<file path="src/rtl/core/lcdtf_pkg.sv">
// Package for the LCD text nibble formatter: item types, character and command codes.
// It also holds the controller state type and the command and status structs.
// It depends on nothing else.
package lcdtf_pkg;

    localparam int MAX_DIGITS = 10;
    localparam int CNT_W = $clog2(MAX_DIGITS + 1);

    localparam logic [1:0] FUNC_BEGIN    = 2'd0;
    localparam logic [1:0] FUNC_FORMAT   = 2'd1;
    localparam logic [1:0] FUNC_VERBATIM = 2'd2;

    localparam logic [7:0] CHAR_PERCENT = 8'h25;
    localparam logic [7:0] CHAR_D       = 8'h64;
    localparam logic [7:0] CHAR_ZERO    = 8'h30;
    localparam logic [7:0] CMD_CLEAR    = 8'h01;
    localparam logic [7:0] SET_ADDR     = 8'h80;

    localparam logic [31:0] RECIP_10 = 32'hCCCC_CCCD;
    localparam int RECIP_SHIFT = 35;

    typedef struct packed {
        logic [1:0]  func;
        logic [7:0]  char_code;
        logic [6:0]  row_base;
        logic [6:0]  column;
        logic [31:0] number_value;
    } t_in_item;

    typedef struct packed {
        logic [3:0] nibble;
        logic       is_command;
        logic       last;
    } t_out_item;

    typedef enum logic [3:0] {
        S_IDLE,
        S_CLR_HI,
        S_CLR_LO,
        S_ADR_HI,
        S_ADR_LO,
        S_CHR_HI,
        S_CHR_LO,
        S_DIV_MUL,
        S_DIV_SUB,
        S_DIG_HI,
        S_DIG_LO
    } t_state;

    typedef enum logic [1:0] {
        SRC_CLEAR,
        SRC_ADDR,
        SRC_CHAR,
        SRC_DIGIT
    } t_emit_src;

    typedef struct packed {
        logic      load_begin;
        logic      load_char;
        logic      set_pct;
        logic      clr_pct;
        logic      start_num;
        logic      div_mul;
        logic      div_sub;
        logic      emit;
        t_emit_src emit_src;
        logic      emit_lo;
        logic      emit_last;
        logic      dig_pop;
    } t_dp_cmd;

    typedef struct packed {
        logic [1:0] in_func;
        logic       in_is_pct;
        logic       in_is_d;
        logic       pct;
        logic       out_free;
        logic       q_zero;
        logic       cnt_full;
        logic       cnt_one;
    } t_dp_sts;

endpackage

</file>
<file path="src/rtl/core/lcdtf_dp.sv">
// Datapath of the LCD text nibble formatter: held number, percent flag, digit divider,
// digit stack and the output register.
// It depends on lcdtf_pkg.
module lcdtf_dp
    import lcdtf_pkg::*;
(
    input  logic      i_clk,
    input  logic      i_rst_n,
    input  t_in_item  i_in_data,
    input  t_dp_cmd   i_cmd,
    input  logic      i_out_stall,
    output t_dp_sts   o_sts,
    output logic      o_out_valid,
    output t_out_item o_out_data
);

    logic [31:0] r_held;
    logic        r_pct;
    logic [7:0]  r_addr;
    logic [7:0]  r_char;
    logic [31:0] r_work;
    logic [63:0] r_prod;
    logic [3:0]  r_dig [MAX_DIGITS];
    logic [CNT_W-1:0] r_cnt;
    logic        r_out_valid;
    t_out_item   r_out;

    logic [28:0] quot;
    logic [31:0] quot_x10;
    logic [31:0] remain;
    logic [7:0]  emit_byte;
    logic [7:0]  n_addr;

    assign quot     = r_prod[63:RECIP_SHIFT];
    assign quot_x10 = {quot, 3'b000} + {2'b00, quot, 1'b0};
    assign remain   = r_work - quot_x10;
    assign n_addr   = 8'({1'b0, i_in_data.row_base} + {1'b0, i_in_data.column}) + SET_ADDR;

    always_comb begin
        case (i_cmd.emit_src)
            SRC_CLEAR: emit_byte = CMD_CLEAR;
            SRC_ADDR:  emit_byte = r_addr;
            SRC_CHAR:  emit_byte = r_char;
            default:   emit_byte = CHAR_ZERO + {4'b0000, r_dig[0]};
        endcase
    end

    always_ff @(posedge i_clk) begin
        if (!i_rst_n) begin
            r_held <= '0;
            r_pct <= 1'b0;
            r_cnt <= '0;
            r_out_valid <= 1'b0;
        end else begin
            if (i_cmd.load_begin) begin
                r_held <= i_in_data.number_value;
            end
            if (i_cmd.set_pct) begin
                r_pct <= 1'b1;
            end else if (i_cmd.clr_pct || i_cmd.load_begin) begin
                r_pct <= 1'b0;
            end
            if (i_cmd.start_num) begin
                r_cnt <= '0;
            end else if (i_cmd.div_sub) begin
                r_cnt <= r_cnt + CNT_W'(1);
            end else if (i_cmd.dig_pop) begin
                r_cnt <= r_cnt - CNT_W'(1);
            end
            if (i_cmd.emit) begin
                r_out_valid <= 1'b1;
            end else if (!i_out_stall) begin
                r_out_valid <= 1'b0;
            end
        end
    end

    always_ff @(posedge i_clk) begin
        if (i_cmd.load_begin) begin
            r_addr <= n_addr;
        end
        if (i_cmd.load_char) begin
            r_char <= i_in_data.char_code;
        end
        if (i_cmd.start_num) begin
            r_work <= r_held;
        end else if (i_cmd.div_sub) begin
            r_work <= {3'b000, quot};
        end
        if (i_cmd.div_mul) begin
            r_prod <= 64'(r_work) * 64'(RECIP_10);
        end
        if (i_cmd.div_sub) begin
            for (int i = MAX_DIGITS - 1; i > 0; i--) begin
                r_dig[i] <= r_dig[i-1];
            end
            r_dig[0] <= remain[3:0];
        end else if (i_cmd.dig_pop) begin
            for (int i = 0; i < MAX_DIGITS - 1; i++) begin
                r_dig[i] <= r_dig[i+1];
            end
        end
        if (i_cmd.emit) begin
            r_out.nibble <= i_cmd.emit_lo ? emit_byte[3:0] : emit_byte[7:4];
            r_out.is_command <= (i_cmd.emit_src == SRC_CLEAR) || (i_cmd.emit_src == SRC_ADDR);
            r_out.last <= i_cmd.emit_last;
        end
    end

    assign o_sts.in_func   = i_in_data.func;
    assign o_sts.in_is_pct = (i_in_data.char_code == CHAR_PERCENT);
    assign o_sts.in_is_d   = (i_in_data.char_code == CHAR_D);
    assign o_sts.pct       = r_pct;
    assign o_sts.out_free  = !r_out_valid || !i_out_stall;
    assign o_sts.q_zero    = (quot == '0);
    assign o_sts.cnt_full  = (r_cnt == CNT_W'(MAX_DIGITS - 1));
    assign o_sts.cnt_one   = (r_cnt == CNT_W'(1));

    assign o_out_valid = r_out_valid;
    assign o_out_data  = r_out;

endmodule

</file>
<file path="src/rtl/core/lcdtf_ctrl.sv">
// Controller of the LCD text nibble formatter: decodes each item and sequences
// the nibble emission and the divide-by-ten steps of the datapath.
// It depends on lcdtf_pkg.
module lcdtf_ctrl
    import lcdtf_pkg::*;
(
    input  logic    i_clk,
    input  logic    i_rst_n,
    input  logic    i_in_valid,
    input  t_dp_sts i_sts,
    output logic    o_in_stall,
    output t_dp_cmd o_cmd
);

    t_state r_state;
    t_state n_state;

    always_ff @(posedge i_clk) begin
        if (!i_rst_n) begin
            r_state <= S_IDLE;
        end else begin
            r_state <= n_state;
        end
    end

    always_comb begin
        n_state = r_state;
        o_cmd = '0;
        o_cmd.emit_src = SRC_CLEAR;
        o_in_stall = (r_state != S_IDLE);
        unique case (r_state)
            S_IDLE: begin
                if (i_in_valid) begin
                    case (i_sts.in_func)
                        FUNC_BEGIN: begin
                            o_cmd.load_begin = 1'b1;
                            n_state = S_CLR_HI;
                        end
                        FUNC_FORMAT: begin
                            if (i_sts.in_is_pct) begin
                                o_cmd.set_pct = 1'b1;
                            end else if (i_sts.in_is_d && i_sts.pct) begin
                                o_cmd.clr_pct = 1'b1;
                                o_cmd.start_num = 1'b1;
                                n_state = S_DIV_MUL;
                            end else begin
                                o_cmd.clr_pct = 1'b1;
                                o_cmd.load_char = 1'b1;
                                n_state = S_CHR_HI;
                            end
                        end
                        FUNC_VERBATIM: begin
                            o_cmd.load_char = 1'b1;
                            n_state = S_CHR_HI;
                        end
                        default: begin
                            n_state = S_IDLE;
                        end
                    endcase
                end
            end
            S_CLR_HI: begin
                o_cmd.emit_src = SRC_CLEAR;
                if (i_sts.out_free) begin
                    o_cmd.emit = 1'b1;
                    n_state = S_CLR_LO;
                end
            end
            S_CLR_LO: begin
                o_cmd.emit_src = SRC_CLEAR;
                o_cmd.emit_lo = 1'b1;
                if (i_sts.out_free) begin
                    o_cmd.emit = 1'b1;
                    n_state = S_ADR_HI;
                end
            end
            S_ADR_HI: begin
                o_cmd.emit_src = SRC_ADDR;
                if (i_sts.out_free) begin
                    o_cmd.emit = 1'b1;
                    n_state = S_ADR_LO;
                end
            end
            S_ADR_LO: begin
                o_cmd.emit_src = SRC_ADDR;
                o_cmd.emit_lo = 1'b1;
                o_cmd.emit_last = 1'b1;
                if (i_sts.out_free) begin
                    o_cmd.emit = 1'b1;
                    n_state = S_IDLE;
                end
            end
            S_CHR_HI: begin
                o_cmd.emit_src = SRC_CHAR;
                if (i_sts.out_free) begin
                    o_cmd.emit = 1'b1;
                    n_state = S_CHR_LO;
                end
            end
            S_CHR_LO: begin
                o_cmd.emit_src = SRC_CHAR;
                o_cmd.emit_lo = 1'b1;
                o_cmd.emit_last = 1'b1;
                if (i_sts.out_free) begin
                    o_cmd.emit = 1'b1;
                    n_state = S_IDLE;
                end
            end
            S_DIV_MUL: begin
                o_cmd.div_mul = 1'b1;
                n_state = S_DIV_SUB;
            end
            S_DIV_SUB: begin
                o_cmd.div_sub = 1'b1;
                if (i_sts.q_zero || i_sts.cnt_full) begin
                    n_state = S_DIG_HI;
                end else begin
                    n_state = S_DIV_MUL;
                end
            end
            S_DIG_HI: begin
                o_cmd.emit_src = SRC_DIGIT;
                if (i_sts.out_free) begin
                    o_cmd.emit = 1'b1;
                    n_state = S_DIG_LO;
                end
            end
            S_DIG_LO: begin
                o_cmd.emit_src = SRC_DIGIT;
                o_cmd.emit_lo = 1'b1;
                o_cmd.emit_last = i_sts.cnt_one;
                if (i_sts.out_free) begin
                    o_cmd.emit = 1'b1;
                    o_cmd.dig_pop = 1'b1;
                    n_state = i_sts.cnt_one ? S_IDLE : S_DIG_HI;
                end
            end
            default: begin
                n_state = S_IDLE;
            end
        endcase
    end

endmodule

</file>
<file path="src/rtl/core/lcd_text_nibble_formatter_unit.sv">
// An item is taken only in the idle state; a begin or character item then emits its nibbles in turn,
// and a %d item first runs its division by ten, then emits its digits, most significant first.
// One item at a time: no new item is taken until the last nibble of the one before is emitted;
// a '%' item is taken without leaving the idle state, and output stalls hold the work up.
// Synchronous active-low reset clears the controller, the percent flag, the held number
// and the output valid; the sender must offer no item during reset, the block does not enforce it.
module lcd_text_nibble_formatter_unit
    import lcdtf_pkg::*;
(
    input  logic      i_clk,
    input  logic      i_rst_n,
    input  logic      i_in_valid,
    input  t_in_item  i_in_data,
    output logic      o_in_stall,
    output logic      o_out_valid,
    output t_out_item o_out_data,
    input  logic      i_out_stall
);

    t_dp_cmd cmd;
    t_dp_sts sts;

    lcdtf_ctrl u_ctrl (
        .i_clk      (i_clk),
        .i_rst_n    (i_rst_n),
        .i_in_valid (i_in_valid),
        .i_sts      (sts),
        .o_in_stall (o_in_stall),
        .o_cmd      (cmd)
    );

    lcdtf_dp u_dp (
        .i_clk       (i_clk),
        .i_rst_n     (i_rst_n),
        .i_in_data   (i_in_data),
        .i_cmd       (cmd),
        .i_out_stall (i_out_stall),
        .o_sts       (sts),
        .o_out_valid (o_out_valid),
        .o_out_data  (o_out_data)
    );

endmodule

</file>
<file path="config.mk">
export PLATFORM = sky130hd
export DESIGN_NAME = lcd_text_nibble_formatter_unit
export DESIGN_NICKNAME = d
export VERILOG_FILES = /design/src/rtl/core/lcdtf_pkg.sv /design/src/rtl/core/lcdtf_dp.sv /design/src/rtl/core/lcdtf_ctrl.sv /design/src/rtl/core/lcd_text_nibble_formatter_unit.sv
export SDC_FILE = /design/constraint.sdc
export NUM_CORES = 1
export LEC_CHECK = 0
export BUFFER_PORTS_ARGS = -buffer_cell sky130_fd_sc_hd__buf_2
export CAP_MARGIN = 20
export CORE_MARGIN = 4
export CORE_UTILIZATION = 55
export CTS_BUF_LIST = sky130_fd_sc_hd__clkbuf_8
export CTS_CLUSTER_SIZE = 28
export DETAILED_ROUTE_END_ITERATION = 16
export PLACE_DENSITY_LB_ADDON = 0.12
export SYNTH_ARGS = -nofsm -noshare
export SYNTH_HDL_FRONTEND = slang
export SYNTH_SLANG_ARGS = --single-unit
</file>
<file path="constraint.sdc">
create_clock -name i_clk -period 8.2 [get_ports i_clk]
set_clock_uncertainty 0.05 [all_clocks]
set_input_delay 0.82 -clock i_clk [delete_from_list [all_inputs] [get_ports i_clk]]
set_output_delay 0.82 -clock i_clk [all_outputs]
set_load 0.01 [all_outputs]
</file>
==> results of run 1 <==
[kinds of logic after synthesis]
group	Yosys count	share of synthesized area, %
adder cells (fa/ha/maj)	752	51.7
buffers and inverters	605	9.54
AND/OR/NAND/NOR	376	7.07
AO/OA/AOI/OAI	277	7.98
flip-flops	165	19.0
XOR/XNOR	89	3.27
multiplexers	29	1.37
[layout make-up]
class / instances / area [µm²] / share of cell area (%)
inverters: 561 / 2110 / 8.33
flip-flops and latches: 165 / 4530 / 17.9
well taps: 577 / 722 / 2.86
multi-input cells: 1523 / 17000 / 67.3
repair buffers: 89 / 500 / 1.98
clock buffers: 17 / 234 / 0.925
clock inverters: 15 / 170 / 0.673
[power by group through the flow]
stage | Combinational (mW) | Clock [mW] | Sequential (mW)
2_1_floorplan | 1.68 | 0 | 1.06
3_3_place_gp | 2.30 | 0 | 1.09
3_5_place_dp | 2.30 | 0 | 1.09
4_1_cts | 2.34 | 0.653 | 1.07
5_1_grt | 2.62 | 0.682 | 1.08
6_report | 2.36 | 0.637 | 1.07
[layout by cell type, fill, tap and decap left out, types with 5 or more instances in the layout]
master / synthesis / routed
a211oi_1: 8 / 7
edfxtp_1: 123 / 123
nand3_1: 14 / 14
o21ai_0: 38 / 37
a21o_1: 47 / 47
a22oi_1: 8 / 8
xnor2_1: 43 / 43
inv_1: 561 / 561
clkbuf_8: 0 / 17
mux2_2: 29 / 29
nand4_1: 13 / 13
o21bai_1: 13 / 13
and3_1: 5 / 5
ha_1: 365 / 363
fa_1: 387 / 387
a31oi_1: 7 / 7
buf_2: 0 / 67
nand2_1: 222 / 222
dfxtp_1: 42 / 42
nor2_1: 52 / 51
o22ai_1: 5 / 5
xor2_1: 46 / 46
a21oi_1: 69 / 69
buf_4: 0 / 22
a21boi_0: 36 / 36
o21a_1: 5 / 5
nor3_1: 9 / 9
and2_1: 14 / 14
and4_1: 5 / 5
nor4_1: 8 / 8
nor2b_1: 8 / 8
nand2b_1: 6 / 6
[synthesized netlist by cell type (3+ instances only)]
cell type	n
inv_1	561
fa_1	387
ha_1	365
nand2_1	222
edfxtp_1	123
a21oi_1	69
nor2_1	52
a21o_1	47
xor2_1	46
xnor2_1	43
dfxtp_1	42
clkbuf_1	40
o21ai_0	38
a21boi_0	36
mux2_2	29
and2_1	14
nand3_1	14
nand4_1	13
o21bai_1	13
nor3_1	9
a211oi_1	8
a22oi_1	8
nor2b_1	8
nor4_1	8
a31oi_1	7
nand2b_1	6
and3_1	5
and4_1	5
o21a_1	5
o22ai_1	5
buf_1	4
nand3b_1	4
o211ai_1	4
or2_2	4
a221oi_1	3
[worst paths after layout]
path	to	cells after the start	start	slack, ns
max	u_dp.r_prod[62]$_DFFE_PP_	24	u_dp.r_work[19]$_DFFE_PP_	0.34
min	u_dp.r_held[30]$_SDFFE_PN0P_	2	u_dp.r_held[30]$_SDFFE_PN0P_	0.42
max reg2reg	u_dp.r_prod[62]$_DFFE_PP_	24	u_dp.r_work[19]$_DFFE_PP_	0.34
min reg2reg	u_dp.r_held[30]$_SDFFE_PN0P_	2	u_dp.r_held[30]$_SDFFE_PN0P_	0.42
[critical path: stages (launching register included)]
cell	delay (ns)
edfxtp_1	0.56
ha_1	0.55
inv_1	0.14
fa_1	0.50
inv_1	0.05
fa_1	0.50
inv_1	0.08
fa_1	0.51
inv_1	0.06
fa_1	0.58
fa_1	0.44
fa_1	0.50
inv_1	0.05
fa_1	0.47
inv_1	0.05
ha_1	0.36
nand4_1	0.18
nor3_1	0.25
o211a_1	0.23
inv_1	0.06
a211oi_2	0.48
nor2_1	0.09
o211ai_1	0.31
a2111oi_0	0.16
or3_1	0.37
[metrics by stage]
stage	utilization [%]	total power [mW]	area, µm²	hold WS (ns)
2_1_floorplan	-	2.74	23800	0.376
3_3_place_gp	58.6	3.38	24900	0.381
3_5_place_dp	58.6	3.39	24900	0.390
4_1_cts	59.6	4.06	25300	0.418
5_1_grt	59.6	4.38	25300	0.432
6_report	59.6	4.07	25300	0.417
[state kept, by name, summed over array words and instances, names as in the netlist]
register,count
u_dp.r_char,8
u_dp.r_cnt,4
u_dp.r_work,32
u_dp.r_dig,40
u_dp.r_pct,1
u_dp.r_prod,29
u_dp.o_out_valid,1
u_dp.o_out_data,6
u_dp.r_addr,8
u_ctrl.r_state,4
u_dp.r_held,32
[routing by layer]
layer / wire [µm] / GRT usage (%) / up-vias
li1: - / - / 7437
met1: 30300 / 43.6 / 8148
met2: 30700 / 47.1 / 493
met3: 4890 / 6.57 / 60
met4: 1250 / 5.78 / 0
met5: 0 / 0 / -
==> run summary, run 1 <==
Status: finished clean
ANT cells: 0
P_int: 2.25 mW
Sequential fraction of the synthesis area: 19.0%
CP arrival: 8.04 ns
Element type at the critical path end: register
Initial antenna violation count: 1
RSZ-0062 raised after global routing: no
Async SR Flop Fraction: 0%
Flop pwr share: 26.3%
CP Launch Type: register
Root buf cell: clkbuf_8
Final setup viols: 0
Final Hold Fails: 0
Worst slew pin tran: 1.05 ns
First-pass GRT wire length: 105000 µm
Syn Area/Cell: 10.4 µm²
Iter 0 DRT Violations: 1239
VDD IR-drop max: 0.169 mV
Placed insts: 2915
Post-CTS Resized: 0
PwrDens: 161 nW/µm²
Final Cycle Share: 95.9%
Post-Route WL: 67200 µm
Hold Buf Count CTS: 0
Via density: 5.48
Max-cap viol count: 0
Gate Count Post-Synth: 2293
Post-CTS Setup Inserts: 0
Clock-pin slew on the worst setup and hold paths: 0.13 ns
NetSw: 1.82 mW
# rows: 75
Post-synth EDFFs: 123
WS Path Type: register to register
GP Congestion: 1.01
Max FO, Critical Path: 6
Gr usage total: 29.9%
# IOs: 68
Die extent in x: 216 µm
Crit path time final: 7.86 ns
Switching share of power: 44.7%
Yosys warning count: 0
Area grow syn2layout: 6.19%
Cell Area, Synth: 23800 µm²
Core Footprint: 42400 µm²
Layout Nets: 3169
Max-slew violations: 0
Post-synth top area share: 32.5%
#FFs+latches synth: 165
Vias post-DR: 16100
Setup TNS Final: 0 ns
# clock sinks: 165
Largest net degree at the start of global routing: 46
Initial core utilization: 56.1%
Dpl ws: 0.118 ns
Die Ht: 216 µm
Worst Setup Slack, final: 0.338 ns
CP required: 8.38 ns
Pre-Repair DR Iteration Count: 5
Synth area leader: fa_1
Cts bufs inserted: 17
TritonCTS clock tree: done
Vias in the first global route: 17400
Skew-Pair Late Insertion Delay: 0.51 ns
F_max: 127 MHz
Syn nets: 3105
Fill count: 3721
Top cells by area, synth: fa_1, ha_1, edfxtp_1, inv_1, dfxtp_1
Non-Filler Instances: 2947
Worst Hold Class: register to register
Library cells used by synthesis: 71
Die area: 46700 µm²
Leak pwr: 12.7 nW
Detailed Place HPWL: 58600 µm
Combinational Power Share: 58.0%
CTS H-tree depth: 4
Total gr overflow: 0
# DRC: 0
Clock share of power: 15.7%
Layout cells sized above 1: 7.17%
Slew headroom: 29.8%
Synth Flop Type: edfxtp_1
I/O Buffers: 67
Avg WL per Cell: 22.8 µm
Routed Antenna Nets: 0
Clk buf depth: 2
Note: power is estimated with default switching activity, not from simulation.
==> run 2, diff against run 1 <==
Settings changed: CORE_UTILIZATION 55 to 66.
==> run 2 against run 1 <==
  * Die area decreased by 16%
  * Sequential share of layout area about the same
  * Total power decreased by 0.44%
  * Non-clock buffer count is 7 higher
  * Global-route usage is 5.3 points higher
  * Via count up 2.5%
  * Design area is 0.20% lower
  * Critical path type unchanged
  * Largest cell class unchanged
==> run summary, run 2 (same netlist as run 1, synthesis figures left out) <==
Post-Route WL: 65800 µm
# IOs: 68
Core Footprint: 35600 µm²
Slew headroom: 31.9%
PwrDens: 160 nW/µm²
Switching share of power: 45.3%
P_int: 2.21 mW
Max FO, Critical Path: 5
Combinational Power Share: 57.7%
VDD IR-drop max: 0.136 mV
Die extent in x: 198 µm
Layout Nets: 3176
Crit path time final: 7.80 ns
Initial antenna violation count: 6
Max-slew violations: 0
Final Cycle Share: 95.1%
Area grow syn2layout: 5.98%
CP Launch Type: register
WS Path Type: register to register
Layout cells sized above 1: 7.40%
Largest net degree at the start of global routing: 46
Iter 0 DRT Violations: 1367
Clk buf depth: 2
# rows: 69
RSZ-0062 raised after global routing: no
Gr usage total: 35.3%
Total gr overflow: 0
Die area: 39200 µm²
Final Hold Fails: 0
F_max: 128 MHz
Element type at the critical path end: register
Skew-Pair Late Insertion Delay: 0.50 ns
Largest regs: u_dp.r_dig (40), u_dp.r_held (32), u_dp.r_work (32)
Commonest cells after routing, fill and taps aside: inv_1, fa_1, ha_1
Leak pwr: 12.7 nW
Root buf cell: clkbuf_8
# DRC: 0
NetSw: 1.83 mW
First-pass GRT wire length: 103000 µm
Flop pwr share: 26.4%
# clock sinks: 165
Hold Buf Count CTS: 0
Final setup viols: 0
GP Congestion: 1.06
Status: finished clean
Cts bufs inserted: 17
Vias post-DR: 16500
CTS H-tree depth: 4
Max reg flops: 40
Max-cap viol count: 0
TritonCTS clock tree: done
I/O Buffers: 67
Detailed Place HPWL: 57700 µm
Vias in the first global route: 17700
Clock share of power: 15.8%
CP required: 8.38 ns
Worst Hold Class: register to register
Post-CTS Setup Inserts: 0
Routed Antenna Nets: 0
Avg WL per Cell: 23.2 µm
CP arrival: 7.98 ns
Commonest non-fill, non-tap cell in the layout: inv_1
Min Hold Slack: 0.402 ns
Via density: 5.82
Worst slew pin tran: 1.02 ns
Die Ht: 198 µm
Final Power: 4.05 mW
Pre-Repair DR Iteration Count: 5
Clock-pin slew on the worst setup and hold paths: 0.12 ns
Top reg by flops: u_dp.r_dig
Post-CTS Resized: 0
Initial core utilization: 66.9%
Setup TNS Final: 0 ns
-- run 2: power groups by stage --
stage | clock [mW] | combinational [mW] | sequential, mW
detailed placement | 0 | 2.27 | 1.09
floorplan | 0 | 1.68 | 1.06
CTS | 0.649 | 2.31 | 1.07
global route | 0.682 | 2.59 | 1.08
global placement | 0 | 2.24 | 1.08
finish | 0.641 | 2.34 | 1.07
-- run 2: path summary, 6_finish.rpt --
| path | end | cells after the start | slack (ns) | startpoint |
|---|---|---|---|---|
| min | u_dp.r_dig[0][37]$_DFFE_PP_ | 0 | 0.40 | u_dp.r_dig[0][33]$_DFFE_PP_ |
| min reg2reg | u_dp.r_dig[0][37]$_DFFE_PP_ | 0 | 0.40 | u_dp.r_dig[0][33]$_DFFE_PP_ |
| max | u_dp.r_prod[63]$_DFFE_PP_ | 23 | 0.40 | u_dp.r_work[20]$_DFFE_PP_ |
| max reg2reg | u_dp.r_prod[63]$_DFFE_PP_ | 23 | 0.40 | u_dp.r_work[20]$_DFFE_PP_ |
-- run 2: area by class of cell --
cell class	instances	area, µm²
Timing Repair Buffer	96	573
Clock inverter	15	191
Sequential cell	165	4530
Tap cell	461	577
Multi-Input combinational cell	1523	17000
Inverter	561	2110
Antenna cell	2	5.00
Clock buffer	17	234
Fill cell	2680	10300
-- run 2: per-layer routing --
metal  GRT usage (%)  wire length [µm]  vias up
li1                -                 -     7444
met4            11.9              2610        4
met5               0                27        -
met2            53.4             29100      750
met3            9.55              6690      127
met1            50.0             27300     8214
-- run 2: critical path: stages, from the launching register on --
cell and delay (ns):
edfxtp_1 0.56, ha_1 0.58, inv_1 0.16, fa_1 0.56, inv_1 0.08, fa_1 0.50, inv_1 0.06, fa_1 0.51
inv_1 0.06, fa_1 0.56, fa_1 0.46, fa_1 0.53, inv_1 0.06, fa_1 0.47, inv_1 0.04, ha_1 0.33
inv_1 0.10, nor3_1 0.25, nand3_1 0.18, o41a_4 0.53, o21ba_2 0.27, nor4b_2 0.38, a21bo_1 0.18, xnor2_1 0.09
-- run 2: stage by stage --
step / setup WS (ns) / util [%] / cells / instance area (µm²)
after floorplan: 1.26 / - / 2293 / 23800
after global placement: 0.541 / 69.6 / 2805 / 24800
after detailed placement: 0.400 / 69.6 / 2805 / 24800
after CTS: 0.320 / 70.8 / 2837 / 25200
after global routing: 0.121 / 70.9 / 2838 / 25200
final: 0.398 / 70.9 / 2840 / 25200
==> run 3, diff against run 2 <==
Settings changed: CORE_UTILIZATION 66 to 30.
==> run 3 against run 2 <==
  * Design area up 3.6%
  * Via count down 3.1%
  * Sequential share of layout area down 0.63 points
  * Hold slack better by 0.016 ns
  * Utilization down 38 points
  * Largest cell class unchanged
  * Highest routed layer is now met4
==> run summary, run 3 (same netlist as run 1, synthesis figures left out) <==
Status: finished clean
Placed insts: 3396
Max-slew violations: 0
Dpl ws: 0.0143 ns
First-pass GRT wire length: 114000 µm
Gr usage total: 18.7%
WS Path Type: register to register
Commonest cells after routing, fill and taps aside: inv_1, fa_1, ha_1
Combinational Power Share: 57.9%
Initial core utilization: 30.2%
Via density: 4.66
Layout cells sized above 1: 8.36%
Die area: 83900 µm²
VDD IR-drop max: 0.138 mV
Max-cap viol count: 0
Vias post-DR: 16000
Avg WL per Cell: 22.0 µm
CP Launch Type: register
Iter 0 DRT Violations: 939
Worst Hold Class: register to register
Length of routed met3 wiring: 4010 µm
# IOs: 68
Area grow syn2layout: 9.81%
Root buf cell: clkbuf_8
Final Power: 4.21 mW
CP peak stage delay: 0.62 ns
Initial antenna violation count: 3
Switching share of power: 45.3%
Buf+Inv Stages, Crit Path: 3
Largest net degree at the start of global routing: 46
CP required: 8.43 ns
Worst slew pin tran: 0.997 ns
P_int: 2.30 mW
Element type at the critical path end: register
Core Footprint: 78900 µm²
Commonest non-fill, non-tap cell in the layout: inv_1
GP Congestion: 0.893
Final Util: 33.1%
Met2 WL: 35100 µm
Slew headroom: 33.5%
Max Used Layer: met4
Die Ht: 290 µm
Layout Nets: 3190
Post-Route WL: 75600 µm
Total gr overflow: 0
Critical-path cell list: ha_1 > xor2_1 > ha_1 > a21o_1 > fa_1 > inv_1 > fa_1 > inv_1 > fa_1 > fa_1 > fa_1 > fa_1 > ha_1 > nand3_1 > a21oi_1 > a31oi_1 > and3_1 > a211oi_1 > buf_4 > nor2_1 > o211ai_1 > a2111oi_0 > or3_1
I/O Buffers: 67
Placed instance area: 25500 µm²
Largest regs: u_dp.r_dig (40), u_dp.r_held (32), u_dp.r_work (32)
Worst Setup Slack, final: 0.238 ns
Flop pwr share: 25.1%
PwrDens: 161 nW/µm²
CTS H-tree depth: 4
Clock-pin slew on the worst setup and hold paths: 0.11 ns
Max reg flops: 40
# DRC: 0
Worst R2R Setup Slack: 0.24 ns
# rows: 103
Top cell by count, worst path: fa_1
Worst path top cell family by delay: adder cells
Pre-Repair DR Iteration Count: 5
Crit path time final: 7.96 ns
Routed Antenna Nets: 0
F_max: 126 MHz
Crit-path slowest cell: fa_1
Leak pwr: 12.8 nW
TritonCTS clock tree: done
Final Cycle Share: 97.1%
Max FO, Critical Path: 8
Final setup viols: 0
Metal-1 WL: 35000 µm
NetSw: 1.91 mW
Non-Filler Instances: 3442
Clock share of power: 17.0%
Top reg by flops: u_dp.r_dig
Final Hold Fails: 0
Vias in the first global route: 17800
Detailed Place HPWL: 66600 µm
Finished layout cell area: 26100 µm²
Die extent in x: 290 µm
# clock sinks: 165
Skew-Pair Late Insertion Delay: 0.53 ns
CP arrival: 8.19 ns
Cts bufs inserted: 17
Clk buf depth: 2
==> run 3: cell types whose count changed in the layout (fill, tap and decap cells not counted), sizes merged <==
cell,before,now
inv,569,566
clkinv,7,5
buf,96,110
bufinv,0,3
diode,2,1
clkinvlp,0,2
==> run 3: stage by stage <==
step	hold slack [ns]	setup TNS, ns
6_report	0.418	0
5_1_grt	0.372	-0.00812
4_1_cts	0.355	0
3_5_place_dp	0.408	0
3_3_place_gp	0.391	0
2_1_floorplan	0.376	0
==> run 3: metal layers <==
layer | global-route usage, % | up-vias
met1 | 25.8 | 8135
met3 | 3.95 | 70
li1 | - | 7473
met5 | 0 | -
met2 | 30.1 | 348
met4 | 4.28 | 0
==> run 3: final cells by class <==
class / count / area, µm²
Fill cell: 8220 / 52700
Antenna cell: 1 / 2.50
Tap cell: 1050 / 1310
Clock buffer: 17 / 234
Sequential cell: 165 / 4530
Clock inverter: 15 / 240
Multi-Input combinational cell: 1523 / 17100
Inverter: 561 / 2110
Timing Repair Buffer: 110 / 658
==> run 3: power by group through the flow <==
stage          clock network (mW)  logic [mW]  registers (mW)
6_report                    0.716        2.44            1.06
5_1_grt                     0.770        2.72            1.06
4_1_cts                     0.745        2.46            1.06
3_5_place_dp                    0        2.43            1.08
3_3_place_gp                    0        2.44            1.08
2_1_floorplan                   0        1.68            1.06
==> run 3: path summary, 6_finish.rpt <==
path / startpoint / end / cells after the start
setup / recovery: u_dp.r_work[5]$_DFFE_PP_ / u_dp.r_prod[62]$_DFFE_PP_ / 23
hold / removal: u_dp.r_held[30]$_SDFFE_PN0P_ / u_dp.r_held[30]$_SDFFE_PN0P_ / 2
setup reg to reg: u_dp.r_work[5]$_DFFE_PP_ / u_dp.r_prod[62]$_DFFE_PP_ / 23
hold reg to reg: u_dp.r_held[30]$_SDFFE_PN0P_ / u_dp.r_held[30]$_SDFFE_PN0P_ / 2
==> run 3: timing repair <==
item / in CTS / in global routing
buffers inserted: 2 / 11
hold buffers: 0 / 0
setup endpoints to repair: 2 / 13
resized for setup: 1 / 11
==> run 3: tightest hold or removal path: cells and delay by family, from the launching register on <==
kind            cells  cell delay (ns)
compound gates      1             0.06
flops               1             0.31
simple gates        1             0.05
